===== src/design/crdm_pkg.sv =====
// shared types, constants and the log2 fraction table of the chunk level meter
// no dependencies
`default_nettype none

package crdm_pkg;

    localparam int QUEUE_DEPTH      = 4;
    localparam int APB_ADDR_W       = 4;

    localparam int CHUNK_LEN_RESET  = 200;
    localparam int CPB_RESET        = 80;
    localparam int THRESHOLD_RESET  = 800;

    localparam logic [1:0] REG_CHUNK_LEN        = 2'd0;
    localparam logic [1:0] REG_CHUNKS_PER_BLOCK = 2'd1;
    localparam logic [1:0] REG_LOUD_THRESHOLD   = 2'd2;

    // round(160 * log10(2) * 2^16): q16 log2 difference to 1/16 dB in q32
    localparam logic [21:0] LOG_K = 22'd3156528;

    localparam int LEVEL_MIN  = -2048;
    localparam int LEVEL_MAX  = 2047;
    localparam int ROW_CENTER = 30;
    localparam int ROW_MAX    = 63;
    localparam int HALF_STEP  = 20;
    localparam int RECIP_FIVE = 205;

    typedef struct packed {
        logic [7:0] index;
        logic       last;
    } chunk_tag_t;

    typedef struct packed {
        logic signed [11:0] level_db;
        logic               loud;
        logic               silent;
        logic [5:0]         bar_row;
        chunk_tag_t         tag;
    } level_result_t;

    // round(65536 * log2(1 + i/16))
    function automatic logic [16:0] log_frac(input logic [4:0] idx);
        logic [16:0] val;
        case (idx)
            5'd0:    val = 17'd0;
            5'd1:    val = 17'd5732;
            5'd2:    val = 17'd11136;
            5'd3:    val = 17'd16248;
            5'd4:    val = 17'd21098;
            5'd5:    val = 17'd25711;
            5'd6:    val = 17'd30109;
            5'd7:    val = 17'd34312;
            5'd8:    val = 17'd38336;
            5'd9:    val = 17'd42196;
            5'd10:   val = 17'd45904;
            5'd11:   val = 17'd49472;
            5'd12:   val = 17'd52911;
            5'd13:   val = 17'd56229;
            5'd14:   val = 17'd59434;
            5'd15:   val = 17'd62534;
            default: val = 17'd65536;
        endcase
        return val;
    endfunction

endpackage

`default_nettype wire


===== src/design/crdm_front.sv =====
// front end: squares samples, counts chunks and blocks, closes each chunk sum
// depends on crdm_pkg
`default_nettype none

module crdm_front import crdm_pkg::*; #(
    parameter int SAMPLE_BITS = 16,
    parameter int LEN_BITS    = 12
) (
    input  wire logic                                aclk,
    input  wire logic                                aresetn,
    input  wire logic                                in_valid,
    input  wire logic [SAMPLE_BITS-1:0]              in_sample,
    output logic                                     in_ready,
    input  wire logic [LEN_BITS-1:0]                 cfg_chunk_len,
    input  wire logic [7:0]                          cfg_chunks_per_block,
    input  wire logic                                queue_afull,
    output logic                                     push_valid,
    output logic [2*SAMPLE_BITS+LEN_BITS-1:0]        push_sum,
    output chunk_tag_t                               push_tag
);

    localparam int SQ_W  = 2 * SAMPLE_BITS;
    localparam int SUM_W = SQ_W + LEN_BITS;

    logic [LEN_BITS-1:0]    count_reg, count_next;
    logic [7:0]             chunk_reg, chunk_next;
    logic [SUM_W-1:0]       sum_reg, sum_next;
    logic                   sq_valid_reg;
    logic [SQ_W-1:0]        sq_reg;
    logic                   sq_end_reg;
    chunk_tag_t             tag_reg;

    logic                   accept;
    logic [LEN_BITS-1:0]    len_eff;
    logic [7:0]             cpb_eff;
    logic                   chunk_end;
    logic                   block_end;
    logic signed [SQ_W-1:0] square;
    logic [SUM_W-1:0]       total;

    // one transaction in flight in the square stage may still push
    assign in_ready = !queue_afull;
    assign accept   = in_valid && in_ready;

    assign len_eff   = (cfg_chunk_len == '0) ? LEN_BITS'(1) : cfg_chunk_len;
    assign cpb_eff   = (cfg_chunks_per_block == 8'd0) ? 8'd1 : cfg_chunks_per_block;
    assign chunk_end = ({1'b0, count_reg} + (LEN_BITS+1)'(1)) >= {1'b0, len_eff};
    assign block_end = ({1'b0, chunk_reg} + 9'd1) >= {1'b0, cpb_eff};
    assign square    = $signed(in_sample) * $signed(in_sample);

    always_comb begin
        count_next = count_reg;
        chunk_next = chunk_reg;
        if (accept) begin
            if (chunk_end) begin
                count_next = '0;
                chunk_next = block_end ? 8'd0 : chunk_reg + 8'd1;
            end else begin
                count_next = count_reg + LEN_BITS'(1);
            end
        end
    end

    assign total = sum_reg + SUM_W'(sq_reg);

    always_comb begin
        sum_next = sum_reg;
        if (sq_valid_reg) begin
            sum_next = sq_end_reg ? '0 : total;
        end
    end

    always_ff @(posedge aclk) begin
        if (!aresetn) begin
            count_reg    <= '0;
            chunk_reg    <= '0;
            sum_reg      <= '0;
            sq_valid_reg <= 1'b0;
        end else begin
            count_reg    <= count_next;
            chunk_reg    <= chunk_next;
            sum_reg      <= sum_next;
            sq_valid_reg <= accept;
        end
    end

    always_ff @(posedge aclk) begin
        if (accept) begin
            sq_reg        <= SQ_W'(square);
            sq_end_reg    <= chunk_end;
            tag_reg.index <= chunk_reg;
            tag_reg.last  <= block_end;
        end
    end

    assign push_valid = sq_valid_reg && sq_end_reg;
    assign push_sum   = total;
    assign push_tag   = tag_reg;

endmodule

`default_nettype wire


===== src/design/crdm_fifo.sv =====
// short queue of closed chunk sums between the front and the level pipeline
// depends on crdm_pkg
`default_nettype none

module crdm_fifo import crdm_pkg::*; #(
    parameter int WIDTH = 8,
    parameter int DEPTH = QUEUE_DEPTH
) (
    input  wire logic             aclk,
    input  wire logic             aresetn,
    input  wire logic             wr_valid,
    input  wire logic [WIDTH-1:0] wr_data,
    input  wire logic             rd_ready,
    output logic                  rd_valid,
    output logic [WIDTH-1:0]      rd_data,
    output logic                  almost_full
);

    localparam int PTR_W = (DEPTH > 1) ? $clog2(DEPTH) : 1;
    localparam int CNT_W = $clog2(DEPTH + 1);

    logic [WIDTH-1:0] entry_reg [DEPTH];
    logic [PTR_W-1:0] wr_ptr_reg, wr_ptr_next;
    logic [PTR_W-1:0] rd_ptr_reg, rd_ptr_next;
    logic [CNT_W-1:0] count_reg, count_next;
    logic             do_wr;
    logic             do_rd;

    assign rd_valid    = (count_reg != '0);
    assign rd_data     = entry_reg[rd_ptr_reg];
    assign almost_full = (count_reg >= CNT_W'(DEPTH - 1));

    assign do_wr = wr_valid && (count_reg != CNT_W'(DEPTH));
    assign do_rd = rd_valid && rd_ready;

    always_comb begin
        wr_ptr_next = wr_ptr_reg;
        rd_ptr_next = rd_ptr_reg;
        count_next  = count_reg;
        if (do_wr) begin
            wr_ptr_next = (wr_ptr_reg == PTR_W'(DEPTH - 1)) ? '0 : wr_ptr_reg + PTR_W'(1);
        end
        if (do_rd) begin
            rd_ptr_next = (rd_ptr_reg == PTR_W'(DEPTH - 1)) ? '0 : rd_ptr_reg + PTR_W'(1);
        end
        if (do_wr && !do_rd) begin
            count_next = count_reg + CNT_W'(1);
        end else if (do_rd && !do_wr) begin
            count_next = count_reg - CNT_W'(1);
        end
    end

    always_ff @(posedge aclk) begin
        if (!aresetn) begin
            wr_ptr_reg <= '0;
            rd_ptr_reg <= '0;
            count_reg  <= '0;
        end else begin
            wr_ptr_reg <= wr_ptr_next;
            rd_ptr_reg <= rd_ptr_next;
            count_reg  <= count_next;
        end
    end

    always_ff @(posedge aclk) begin
        if (do_wr) begin
            entry_reg[wr_ptr_reg] <= wr_data;
        end
    end

endmodule

`default_nettype wire


===== src/design/crdm_back.sv =====
// level pipeline: two-step normalize, log2 table lookup, scale to 1/16 dB,
// saturate, then flags and bar row into the output register; uses crdm_pkg
`default_nettype none

module crdm_back import crdm_pkg::*; #(
    parameter int SAMPLE_BITS = 16,
    parameter int LEN_BITS    = 12
) (
    input  wire logic                                aclk,
    input  wire logic                                aresetn,
    input  wire logic                                in_valid,
    input  wire logic [2*SAMPLE_BITS+LEN_BITS-1:0]   in_sum,
    input  wire chunk_tag_t                          in_tag,
    output logic                                     in_ready,
    input  wire logic [LEN_BITS-1:0]                 cfg_chunk_len,
    input  wire logic signed [11:0]                  cfg_loud_threshold,
    output logic                                     out_valid,
    input  wire logic                                out_ready,
    output level_result_t                            out_result
);

    localparam int SUM_W  = 2 * SAMPLE_BITS + LEN_BITS;
    localparam int BASE_W = (SUM_W > 21) ? SUM_W : 21;
    localparam int NW     = ((BASE_W + 7) / 8) * 8;
    localparam int NG     = NW / 8;
    localparam int GW     = $clog2(NG);
    localparam int PW     = GW + 3;
    localparam int LPW    = $clog2(LEN_BITS);
    localparam int DW     = PW + 18;
    localparam int PRW    = DW + 23;
    localparam int RW     = PRW - 32;

    localparam logic signed [RW-1:0] R_MIN = RW'(LEVEL_MIN);
    localparam logic signed [RW-1:0] R_MAX = RW'(LEVEL_MAX);

    // log2 fraction in q16 from the 20 bits under the leading one
    function automatic logic [16:0] frac_interp(input logic [19:0] frac);
        logic [16:0] lo;
        logic [16:0] hi;
        logic [12:0] step;
        logic [28:0] prod;
        lo   = log_frac({1'b0, frac[19:16]});
        hi   = log_frac({1'b0, frac[19:16]} + 5'd1);
        step = 13'(hi - lo);
        prod = step * frac[15:0];
        return lo + 17'(prod[28:16]);
    endfunction

    logic adv;

    // stage a: coarse byte normalize of the sum, full normalize of the length
    logic                a_valid_reg;
    chunk_tag_t          a_tag_reg;
    logic                a_silent_reg;
    logic [NW-1:0]       a_coarse_reg;
    logic [GW-1:0]       a_grp_reg;
    logic [LPW-1:0]      a_lp_reg;
    logic [19:0]         a_lfrac_reg;

    logic [NW-1:0]       x_ext;
    logic [GW-1:0]       grp;
    logic [NW-1:0]       coarse;
    logic [LEN_BITS-1:0] len_eff;
    logic [LPW-1:0]      lp;
    logic [LEN_BITS-1:0] lnorm;
    logic [LEN_BITS+19:0] lx;

    // stage b: bit normalize inside the top byte
    logic                b_valid_reg;
    chunk_tag_t          b_tag_reg;
    logic                b_silent_reg;
    logic [PW-1:0]       b_p_reg;
    logic [19:0]         b_sfrac_reg;
    logic [LPW-1:0]      b_lp_reg;
    logic [19:0]         b_lfrac_reg;

    logic [7:0]          top_byte;
    logic [2:0]          bpos;
    logic [NW-1:0]       norm;

    // stage c: table interpolation for both logs
    logic                c_valid_reg;
    chunk_tag_t          c_tag_reg;
    logic                c_silent_reg;
    logic [PW-1:0]       c_p_reg;
    logic [LPW-1:0]      c_lp_reg;
    logic [16:0]         c_fs_reg;
    logic [16:0]         c_fl_reg;

    // stage d: q16 log difference
    logic                d_valid_reg;
    chunk_tag_t          d_tag_reg;
    logic                d_silent_reg;
    logic signed [DW-1:0] d_diff_reg;

    logic signed [PW:0]   pd;
    logic signed [DW-1:0] hi_part;
    logic signed [DW-1:0] diff;

    // stage e: scale by the db constant
    logic                 e_valid_reg;
    chunk_tag_t           e_tag_reg;
    logic                 e_silent_reg;
    logic signed [PRW-1:0] e_prod_reg;
    logic signed [22:0]    k_s;

    // stage f: round and saturate
    logic                 f_valid_reg;
    chunk_tag_t           f_tag_reg;
    logic                 f_silent_reg;
    logic signed [11:0]   f_level_reg;

    logic signed [PRW-1:0] rounded;
    logic signed [RW-1:0]  rv;
    logic signed [11:0]    level;

    // output register
    logic                 out_valid_reg;
    level_result_t        out_result_reg;

    logic [12:0]          mag;
    logic [8:0]           eighth;
    logic [16:0]          qprod;
    logic [5:0]           q;
    logic signed [7:0]    row_s;
    logic [5:0]           row;

    assign adv      = !out_valid_reg || out_ready;
    assign in_ready = adv;

    always_comb begin
        x_ext = NW'(in_sum);
        grp   = '0;
        for (int g = 0; g < NG; g++) begin
            if (x_ext[8*g +: 8] != 8'h00) begin
                grp = GW'(g);
            end
        end
        coarse = x_ext << {GW'(NG - 1) - grp, 3'b000};

        len_eff = (cfg_chunk_len == '0) ? LEN_BITS'(1) : cfg_chunk_len;
        lp      = '0;
        for (int i = 0; i < LEN_BITS; i++) begin
            if (len_eff[i]) begin
                lp = LPW'(i);
            end
        end
        lnorm = len_eff << (LPW'(LEN_BITS - 1) - lp);
        lx    = {lnorm, 20'h00000};
    end

    always_comb begin
        top_byte = a_coarse_reg[NW-1 -: 8];
        bpos     = 3'd0;
        for (int i = 0; i < 8; i++) begin
            if (top_byte[i]) begin
                bpos = 3'(i);
            end
        end
        norm = a_coarse_reg << (3'd7 - bpos);
    end

    always_comb begin
        pd      = $signed({1'b0, c_p_reg}) - $signed({1'b0, PW'(c_lp_reg)});
        hi_part = {pd[PW], pd, 16'h0000};
        diff    = hi_part + $signed(DW'(c_fs_reg)) - $signed(DW'(c_fl_reg));
    end

    assign k_s = $signed({1'b0, LOG_K});

    always_comb begin
        rounded = e_prod_reg + $signed(PRW'({1'b1, 31'h0}));
        rv      = $signed(rounded[PRW-1:32]);
        if (e_silent_reg) begin
            level = 12'(LEVEL_MIN);
        end else if (rv < R_MIN) begin
            level = 12'(LEVEL_MIN);
        end else if (rv > R_MAX) begin
            level = 12'(LEVEL_MAX);
        end else begin
            level = rv[11:0];
        end
    end

    // round(|level| / 40) as ((|level| + 20) >> 3) / 5, the /5 by reciprocal
    always_comb begin
        mag    = f_level_reg[11] ? (13'd0 - {1'b1, f_level_reg}) : {1'b0, f_level_reg};
        eighth = 9'((mag + 13'(HALF_STEP)) >> 3);
        qprod  = 17'(eighth) * 17'(RECIP_FIVE);
        q      = qprod[15:10];
        row_s  = f_level_reg[11] ? $signed(8'(ROW_CENTER) + {2'b00, q})
                                 : $signed(8'(ROW_CENTER) - {2'b00, q});
        if (row_s < 8'sd0) begin
            row = 6'd0;
        end else if (row_s > $signed(8'(ROW_MAX))) begin
            row = 6'(ROW_MAX);
        end else begin
            row = row_s[5:0];
        end
    end

    always_ff @(posedge aclk) begin
        if (!aresetn) begin
            a_valid_reg   <= 1'b0;
            b_valid_reg   <= 1'b0;
            c_valid_reg   <= 1'b0;
            d_valid_reg   <= 1'b0;
            e_valid_reg   <= 1'b0;
            f_valid_reg   <= 1'b0;
            out_valid_reg <= 1'b0;
        end else if (adv) begin
            a_valid_reg   <= in_valid;
            b_valid_reg   <= a_valid_reg;
            c_valid_reg   <= b_valid_reg;
            d_valid_reg   <= c_valid_reg;
            e_valid_reg   <= d_valid_reg;
            f_valid_reg   <= e_valid_reg;
            out_valid_reg <= f_valid_reg;
        end
    end

    always_ff @(posedge aclk) begin
        if (adv) begin
            a_tag_reg      <= in_tag;
            a_silent_reg   <= (in_sum == '0);
            a_coarse_reg   <= coarse;
            a_grp_reg      <= grp;
            a_lp_reg       <= lp;
            a_lfrac_reg    <= lx[LEN_BITS+18 -: 20];

            b_tag_reg      <= a_tag_reg;
            b_silent_reg   <= a_silent_reg;
            b_p_reg        <= {a_grp_reg, bpos};
            b_sfrac_reg    <= norm[NW-2 -: 20];
            b_lp_reg       <= a_lp_reg;
            b_lfrac_reg    <= a_lfrac_reg;

            c_tag_reg      <= b_tag_reg;
            c_silent_reg   <= b_silent_reg;
            c_p_reg        <= b_p_reg;
            c_lp_reg       <= b_lp_reg;
            c_fs_reg       <= frac_interp(b_sfrac_reg);
            c_fl_reg       <= frac_interp(b_lfrac_reg);

            d_tag_reg      <= c_tag_reg;
            d_silent_reg   <= c_silent_reg;
            d_diff_reg     <= diff;

            e_tag_reg      <= d_tag_reg;
            e_silent_reg   <= d_silent_reg;
            e_prod_reg     <= d_diff_reg * k_s;

            f_tag_reg      <= e_tag_reg;
            f_silent_reg   <= e_silent_reg;
            f_level_reg    <= level;

            out_result_reg.level_db <= f_level_reg;
            out_result_reg.loud     <= (f_level_reg > cfg_loud_threshold);
            out_result_reg.silent   <= f_silent_reg;
            out_result_reg.bar_row  <= row;
            out_result_reg.tag      <= f_tag_reg;
        end
    end

    assign out_valid  = out_valid_reg;
    assign out_result = out_result_reg;

endmodule

`default_nettype wire


===== src/design/chunk_rms_db_meter_core.sv =====
// chunk_rms_db_meter_core: chunked rms level meter with a 1/16 dB output
//
// samples enter on the s_ stream, one transaction per sample, and one
// result per chunk of chunk_len samples leaves on the m_ stream. a result
// carries the level 10*log10(sum of squares / chunk_len) in 1/16 dB
// (saturated, -2048 for an all-zero chunk), the loud and silent flags, the
// display bar row and the chunk position in its block (tlast on the final
// chunk of a block).
// throughput is one sample per cycle while s_tready is high, with a chunk of
// any length down to one sample. the last sample of a chunk is squared into
// a register, the closed chunk sum enters the chunk queue and then passes a
// six-stage log pipeline and the output register to m_tvalid. when m_tready
// is low the pipeline holds, the chunk queue (4 entries) fills, and s_tready
// drops once one queue entry is left free. reset clears the sums, counters
// and all valid flags and loads the register defaults. the user must write
// registers over apb only while the block is idle, which it does not enforce.
// depends on crdm_pkg, crdm_front, crdm_fifo, crdm_back
`default_nettype none

module chunk_rms_db_meter_core import crdm_pkg::*; #(
    parameter int SAMPLE_BITS = 16,
    parameter int LEN_BITS    = 12
) (
    input  wire logic                                aclk,
    input  wire logic                                aresetn,
    input  wire logic                                psel,
    input  wire logic                                penable,
    input  wire logic                                pwrite,
    input  wire logic [APB_ADDR_W-1:0]               paddr,
    input  wire logic [31:0]                         pwdata,
    output logic [31:0]                              prdata,
    output logic                                     pready,
    input  wire logic                                s_tvalid,
    output logic                                     s_tready,
    // sample
    input  wire logic [((SAMPLE_BITS+7)/8)*8-1:0]    s_tdata,
    output logic                                     m_tvalid,
    input  wire logic                                m_tready,
    // level_db [11:0], bar_row [17:12], chunk_index [25:18], zeros above
    output logic [31:0]                              m_tdata,
    // loud [0], silent [1]
    output logic [1:0]                               m_tuser,
    output logic                                     m_tlast
);

    localparam int SUM_W = 2 * SAMPLE_BITS + LEN_BITS;

    logic [LEN_BITS-1:0] chunk_len_reg;
    logic [7:0]          chunks_per_block_reg;
    logic signed [11:0]  loud_threshold_reg;

    logic                cfg_write;
    logic [1:0]          reg_index;

    logic                queue_afull;
    logic                push_valid;
    logic [SUM_W-1:0]    push_sum;
    chunk_tag_t          push_tag;

    logic                pop_valid;
    logic                pop_ready;
    logic [SUM_W+8:0]    pop_data;
    logic [SUM_W-1:0]    pop_sum;
    chunk_tag_t          pop_tag;

    level_result_t       result;

    assign pready    = 1'b1;
    assign cfg_write = psel && penable && pwrite;
    assign reg_index = paddr[3:2];

    always_ff @(posedge aclk) begin
        if (!aresetn) begin
            chunk_len_reg        <= LEN_BITS'(CHUNK_LEN_RESET);
            chunks_per_block_reg <= 8'(CPB_RESET);
            loud_threshold_reg   <= 12'(THRESHOLD_RESET);
        end else if (cfg_write) begin
            unique case (reg_index)
                REG_CHUNK_LEN:        chunk_len_reg        <= pwdata[LEN_BITS-1:0];
                REG_CHUNKS_PER_BLOCK: chunks_per_block_reg <= pwdata[7:0];
                REG_LOUD_THRESHOLD:   loud_threshold_reg   <= pwdata[11:0];
                default: ;
            endcase
        end
    end

    always_comb begin
        unique case (reg_index)
            REG_CHUNK_LEN:        prdata = 32'(chunk_len_reg);
            REG_CHUNKS_PER_BLOCK: prdata = 32'(chunks_per_block_reg);
            REG_LOUD_THRESHOLD:   prdata = 32'(unsigned'(loud_threshold_reg));
            default:              prdata = 32'h0;
        endcase
    end

    crdm_front #(
        .SAMPLE_BITS (SAMPLE_BITS),
        .LEN_BITS    (LEN_BITS)
    ) u_front (
        .aclk                 (aclk),
        .aresetn              (aresetn),
        .in_valid             (s_tvalid),
        .in_sample            (s_tdata[SAMPLE_BITS-1:0]),
        .in_ready             (s_tready),
        .cfg_chunk_len        (chunk_len_reg),
        .cfg_chunks_per_block (chunks_per_block_reg),
        .queue_afull          (queue_afull),
        .push_valid           (push_valid),
        .push_sum             (push_sum),
        .push_tag             (push_tag)
    );

    crdm_fifo #(
        .WIDTH (SUM_W + 9),
        .DEPTH (QUEUE_DEPTH)
    ) u_queue (
        .aclk        (aclk),
        .aresetn     (aresetn),
        .wr_valid    (push_valid),
        .wr_data     ({push_tag, push_sum}),
        .rd_ready    (pop_ready),
        .rd_valid    (pop_valid),
        .rd_data     (pop_data),
        .almost_full (queue_afull)
    );

    assign pop_sum = pop_data[SUM_W-1:0];
    assign pop_tag = pop_data[SUM_W+8:SUM_W];

    crdm_back #(
        .SAMPLE_BITS (SAMPLE_BITS),
        .LEN_BITS    (LEN_BITS)
    ) u_back (
        .aclk               (aclk),
        .aresetn            (aresetn),
        .in_valid           (pop_valid),
        .in_sum             (pop_sum),
        .in_tag             (pop_tag),
        .in_ready           (pop_ready),
        .cfg_chunk_len      (chunk_len_reg),
        .cfg_loud_threshold (loud_threshold_reg),
        .out_valid          (m_tvalid),
        .out_ready          (m_tready),
        .out_result         (result)
    );

    assign m_tdata = {6'b000000, result.tag.index, result.bar_row, result.level_db};
    assign m_tuser = {result.silent, result.loud};
    assign m_tlast = result.tag.last;

endmodule

`default_nettype wire


===== config.mk =====
export PLATFORM = sky130hd
export DESIGN_NAME = chunk_rms_db_meter_core
export DESIGN_NICKNAME = d
export VERILOG_FILES = /design/src/design/crdm_pkg.sv /design/src/design/crdm_front.sv /design/src/design/crdm_fifo.sv /design/src/design/crdm_back.sv /design/src/design/chunk_rms_db_meter_core.sv
export SDC_FILE = /design/constraint.sdc
export NUM_CORES = 2
export LEC_CHECK = 0
export BUFFER_PORTS_ARGS = -buffer_cell sky130_fd_sc_hd__buf_2
export CELL_PAD_IN_SITES_DETAIL_PLACEMENT = 1
export CELL_PAD_IN_SITES_GLOBAL_PLACEMENT = 1
export CORE_MARGIN = 4
export CORE_UTILIZATION = 38
export DETAILED_ROUTE_END_ITERATION = 8
export MAX_ROUTING_LAYER = met4
export PLACE_DENSITY_LB_ADDON = 0.15
export RECOVER_POWER = 25
export REMOVE_ABC_BUFFERS = 1
export SLEW_MARGIN = 20
export SYNTH_ARGS = -nofsm -noshare
export SYNTH_HDL_FRONTEND = slang
export SYNTH_SLANG_ARGS = --single-unit

===== constraint.sdc =====
create_clock -name aclk -period 29.8 [get_ports aclk]
set_input_delay 2.98 -clock aclk [delete_from_list [all_inputs] [get_ports aclk]]
set_output_delay 2.98 -clock aclk [all_outputs]
set_load 0.01 [all_outputs]

* Word-level counts from Yosys, hierarchy flattened *
Memory sizes are Yosys's and may differ from the RTL's. A register that Yosys moved wholly into a read port is not among the register bits.
Index checks and enable logic that the tools add are counted.

cells by class
  magnitude comparators = 8
  shift operators = 3
  equal/unequal tests = 5
  bitwise gates (word level) = 0
  add/subtract/negate cells = 26
  reduce and logical (&&, ||, !) cells = 29
  multiply operators = 5
  divide/modulo/power cells = 0
  mux-type cells = 49

operators with widths
  cell                                                                   number
  13-bit two-way mux                                                     4
  12-bit two-way mux                                                     4
  44-bit by 6-bit left shift with 48-bit output                          1
  48-bit by 3-bit left shift with 47-bit output                          1
  47-bit by 33-bit adder with 47-bit output, second input constant       1
  44-bit by 32-bit adder with 44-bit output                              1
  44-bit zero test                                                       1
  44-bit two-way mux                                                     1
  24-bit by 19-bit multiplier with 43-bit output, second input constant  1
  3-bit two-way mux                                                      14
  12-bit case mux with 3 select lines                                    1
  17-bit by 13-bit adder with 17-bit output                              2
  17-bit two-way mux                                                     2
  16-bit by 16-bit multiplier with 32-bit output                         1
  8-bit nonzero test                                                     4
  13-bit by 16-bit multiplier with 29-bit output                         1
  13-bit subtractor                                                      2
  23-bit by 18-bit adder with 24-bit output                              1
  4-bit two-way mux                                                      6
  8-bit two-way mux                                                      3
  24-bit by 18-bit subtractor with 24-bit output                         1
  13-bit by 7-bit multiplier with 20-bit output                          1
  9-bit by 8-bit multiplier with 16-bit output, second input constant    1
  2-bit two-way mux                                                      8
  other kinds (40)                                                       62

storage, ports and cells
  RAM bits = 212
  bits in read-only memories = 1,024
  bits in registers = 472
  input bits = 59
  latch bits = 0
  memories = 5

memories
  name               depth  width  read ports  clocked after memory_dff  wr ports  RTL line         RTL
  (no name shown)    16     16     1           1                         0         crdm_pkg.sv:44   case (idx)
  (no name shown)    16     16     1           0                         0         crdm_pkg.sv:44
  (no name shown)    16     16     1           1                         0         crdm_pkg.sv:44
  (no name shown)    16     16     1           0                         0         crdm_pkg.sv:44
  u_queue.entry_reg  4      53     1           1                         1         crdm_fifo.sv:22  logic [WIDTH-1:0] entry_reg [DEPTH];

* Longest topological paths before layout *
  word-level depth = 15
  mapped depth = 50

* Modules after synthesis *
A second synthesis with hierarchy kept.

unflattened totals
  cells, all modules = 5,872
  area, all modules = 60,618.1 um^2

modules (own cells, without submodules)
  module                   area each (um^2)  seq. area each (um^2)  cells each  instances
  crdm_back                35,257.6          8,948.6                3,645       1
  crdm_front               15,418.5          2,532.4                1,702       1
  crdm_fifo                8,191.6           6,546.3                328         1
  chunk_rms_db_meter_core  1,750.4           640.6                  197         1

* Least setup slack after synthesis *
Ideal clock, no wire load.

  path type = in2reg
  start = input port m_tready
  end = register u_queue.count_reg[2]
  stages = 10
  data required time = 29,724 ps
  setup slack = 16,133 ps
  data arrival time = 13,592 ps
  cells stage by stage = nor2b_1 > clkinv_1 > buf_1 > o31ai_1 > ha_1 > inv_1 > fa_1 > xor2_1 > or3_1 > a21boi_0

on the way
  longest elaborated chain between the ends = 5
  elaborated cells between the ends (all ways) = 7
  those cells by class = mux: 1; reduce/logical: 6

RTL lines
  element                                                         RTL line                       RTL
  start, declared                                                 chunk_rms_db_meter_core.sv:38  input wire logic m_tready,
  1-bit logical OR *                                              crdm_back.sv:128               assign adv = !out_valid_reg || out_ready;
  1-bit logical AND *                                             crdm_fifo.sv:34                assign do_rd = rd_valid && rd_ready;
  1-bit zero test                                                 crdm_fifo.sv:46                if (do_wr && !do_rd) begin
  1-bit logical AND                                               crdm_fifo.sv:46
  3-bit two-way mux / 2-bit nonzero test (equally long branches)  --
  end signal, assigned                                            crdm_fifo.sv:61                count_reg <= count_next;
  end, declared                                                   crdm_fifo.sv:25                logic [CNT_W-1:0] count_reg, count_next;

Mark *: on every way between the ends. The rest lies on a longest branch, timed or not.
A chain may end at the register's enable or synchronous reset.

* Final worst setup path *
  start = register u_back.b_sfrac_reg[16]
  end = register u_back.c_fs_reg[15], data pin

on the way
  longest elaborated chain between the ends = 7

RTL lines
  element                                           RTL line          RTL
  start, declared                                   crdm_back.sv:73   logic [19:0] b_sfrac_reg;
  start signal, assigned                            crdm_back.sv:234  b_sfrac_reg <= norm[NW-2 -: 20];
  4-bit by 1-bit adder with 5-bit output *          crdm_back.sv:43   hi = log_frac({1'b0, frac[19:16]} + 5'd1);
  memory read 16 x 16 bit                           --
  13-bit two-way mux *                              crdm_pkg.sv:44
  13-bit two-way mux *                              crdm_back.sv:223  if (adv) begin
  13-bit subtractor *                               crdm_back.sv:44   step = 13'(hi - lo);
  13-bit by 16-bit multiplier with 29-bit output *  crdm_back.sv:45   prod = step * frac[15:0];
  17-bit by 13-bit adder with 17-bit output *       crdm_back.sv:46   return lo + 17'(prod[28:16]);
  end signal, assigned                              crdm_back.sv:242  c_fs_reg <= frac_interp(b_sfrac_reg);
  end, declared                                     crdm_back.sv:87   logic [16:0] c_fs_reg;

Mark *: on every way between the ends. The rest lies on a longest branch, timed or not. The select of a mux whose other input is x is not followed.

==> results.cfg <==
[outcome]
outcome = complete, but fails checks
violations = max-capacitance violations, max-slew violations

[synthesis]
ys_ff_latch = 670
yosysUniqueCellTypes = 97
async_flop_share_pct = 0
synth_seq_area_share_pct = 31.5
syn_area_sq_mm = 0.0593
syn_area_per_cell_sq_um = 10.4
synth-edff-count = 525
syn-instance-count = 5731
yosysWarnings = 0
synth_flop_cell = edfxtp_1

[sta]
fin_crit_sh_pct = 42.7
clock_skew_ns = 0.0502
slew-limit-headroom_pct = -106
fin_tns_setup_ns = 0
hold_viol = 0
drv_slew = 180
fmax_mhz = 78.6
rsz0062_at_grt = no
tightestPinTransition_ns = 3.09
period_needed_ns = 12.73
setup_violations = 0

[die]
io_pins = 129
num_rows = 144
die_x_um = 403
die_h_um = 403
initial_core_util_pct = 38.4
core_sq_mm = 0.155
dieArea_sq_mm = 0.163

[worst_hold_path]
hold_path_class = flip-flop to flip-flop

[cells_and_area]
n_antenna_cell = 0
area_growth_pct = 8.77
layout-drive-gt1-share_pct = 6.28
fin_nets = 6997
largest_reg_flops = 212

[cts]
htree_levels = 3
cts.sinks = 670
worstSkewPairLatency_ns = 0.68
clock-root-buffer = clkbuf_16
clk_pin_slew_ns = 0.07
post_cts.repair.setup_buffers = 0
cts_buffer_depth = 3
cts_tree = done
hold_buffers = 0
cts-resized-gates = 0
cts-buffers-inserted = 81

[global_route]
antenna_found_initial = 0
grt_max_degree = 82
overflow = 0
grt_pass1_wl_um = 235000
grtUsageTotal_pct = 18.4
grt_pass1_vias = 42900

[detailed_routing]
num_vias = 39900
via_per_inst = 5.07
drt_iter0_drc = 1786
drt_wl_total_um = 144000
firstDrtPassIters = 5
drc = 0
wl_per_cell_um = 18.3
antenna_left = 0

[worst_setup_path]
cp_data_arrival_time_ns = 13.14
critPathSlowestCell = a31oi_1
crit_buf_inv = 4
crit_fanout = 19
max_stage_delay_ns = 0.72
cp-end-kind = flip-flop
cp_data_required_time_ns = 30.21
cpLargestDelayFamily = compound AO/OA/AOI/OAI gates
worstSetupPathType = flip-flop to flip-flop
cp-start-kind = flip-flop

[run]
cap_violations = 4

[placed_design]
portBuffers = 79
place.gp.congestion = 0.822
hpwl_um = 111000
placed cells by master (no fill, tap or decap), drive strengths merged, types with 112 or more instances in the layout:
master,instances
nor2,279
xnor2,174
and2,139
dfxtp,145
a21oi,253
edfxtp,525
nand2,542
o21ai,190
inv,1001
ha,620
buf,112
clkbuf,112
fa,572
synthesized netlist by cell type, drive strengths merged, types with 22 or more instances:
master	number	area share (%)
nand3	82	0.69
mux2i	95	1.6
a21oi	253	2.1
nor3	52	0.44
clkbuf	158	1.0
fa	572	19
and3	46	0.49
dfxtp	145	4.9
mux4	60	2.3
nand2b	70	0.74
o211ai	26	0.33
xnor2	174	2.6
edfxtp	525	27
mux2	22	0.42
a21boi	23	0.29
ha	620	13
nor2	279	1.8
buf	53	0.63
o21bai	29	0.37
a31oi	36	0.39
a22oi	38	0.48
xor2	76	1.1
and2	139	1.5
a21o	63	0.80
o21ai	190	1.6
nand2	542	3.4
o21a	43	0.54
inv	991	6.3
nor2b	53	0.56
per-layer routing:
metal	up-vias	global-route usage, %	share of wire, %
li1	19100	-	-
met2	387	29.9	47
met3	149	1.81	2.4
met1	20200	25.1	48
met4	0	3.94	1.8
met5	-	-	0
logic make-up (layout without fill, tap and decap cells):
| group | count (synthesis) | after routing | synth area share, % |
|---|---|---|---|
| mux | 177 | 177 | 4.30 |
| compound gates | 859 | 859 | 9.31 |
| xor+xnor | 250 | 250 | 3.69 |
| buf+inv | 1213 | 1271 | 7.99 |
| flops | 670 | 670 | 31.5 |
| other cells | 2 | 27 | 0.0127 |
| simple gates | 1368 | 1368 | 10.9 |
| fa+ha+maj | 1192 | 1192 | 32.4 |
through the flow:
step | hold slack, ns | instances | instance area [sq um] | util (%) | setup slack (ns)
CTS | 0.413 | 7858 | 64600 | 41.8 | 17.06
global route | 0.420 | 7858 | 64500 | 41.7 | 15.99
finish | 0.410 | 7858 | 64500 | 41.7 | 17.07
global placement | 0.401 | 7707 | 61800 | 40.0 | 17.22
detailed placement | 0.405 | 7707 | 61800 | 40.0 | 17.10
floorplan | 0.400 | 5543 | 58400 | - | 16.92
path summary, 6_finish.rpt:
kind / cells after the start / end / slack [ns] / from
hold reg to reg: 0 / u_back.b_lfrac_reg[14] / 0.41 / u_back.a_lfrac_reg[14]
setup / recovery: 40 / u_back.c_fs_reg[15] / 17.07 / u_back.b_sfrac_reg[16]
setup reg to reg: 40 / u_back.c_fs_reg[15] / 17.07 / u_back.b_sfrac_reg[16]
hold / removal: 0 / u_back.b_lfrac_reg[14] / 0.41 / u_back.a_lfrac_reg[14]
area by class of cell:
cell class | instances | area, sq um
clock buffer | 104 | 2210
clock inverter | 47 | 599
fill | 17200 | 90100
inverter | 1000 | 3760
multi-input combinational | 3873 | 36100
sequential | 670 | 18700
tap | 2044 | 2560
timing repair buffer | 120 | 673
Power is left out: the tool's default activity adds up to more than one toggle a clock period on the data nets, which glitch-free logic cannot reach.
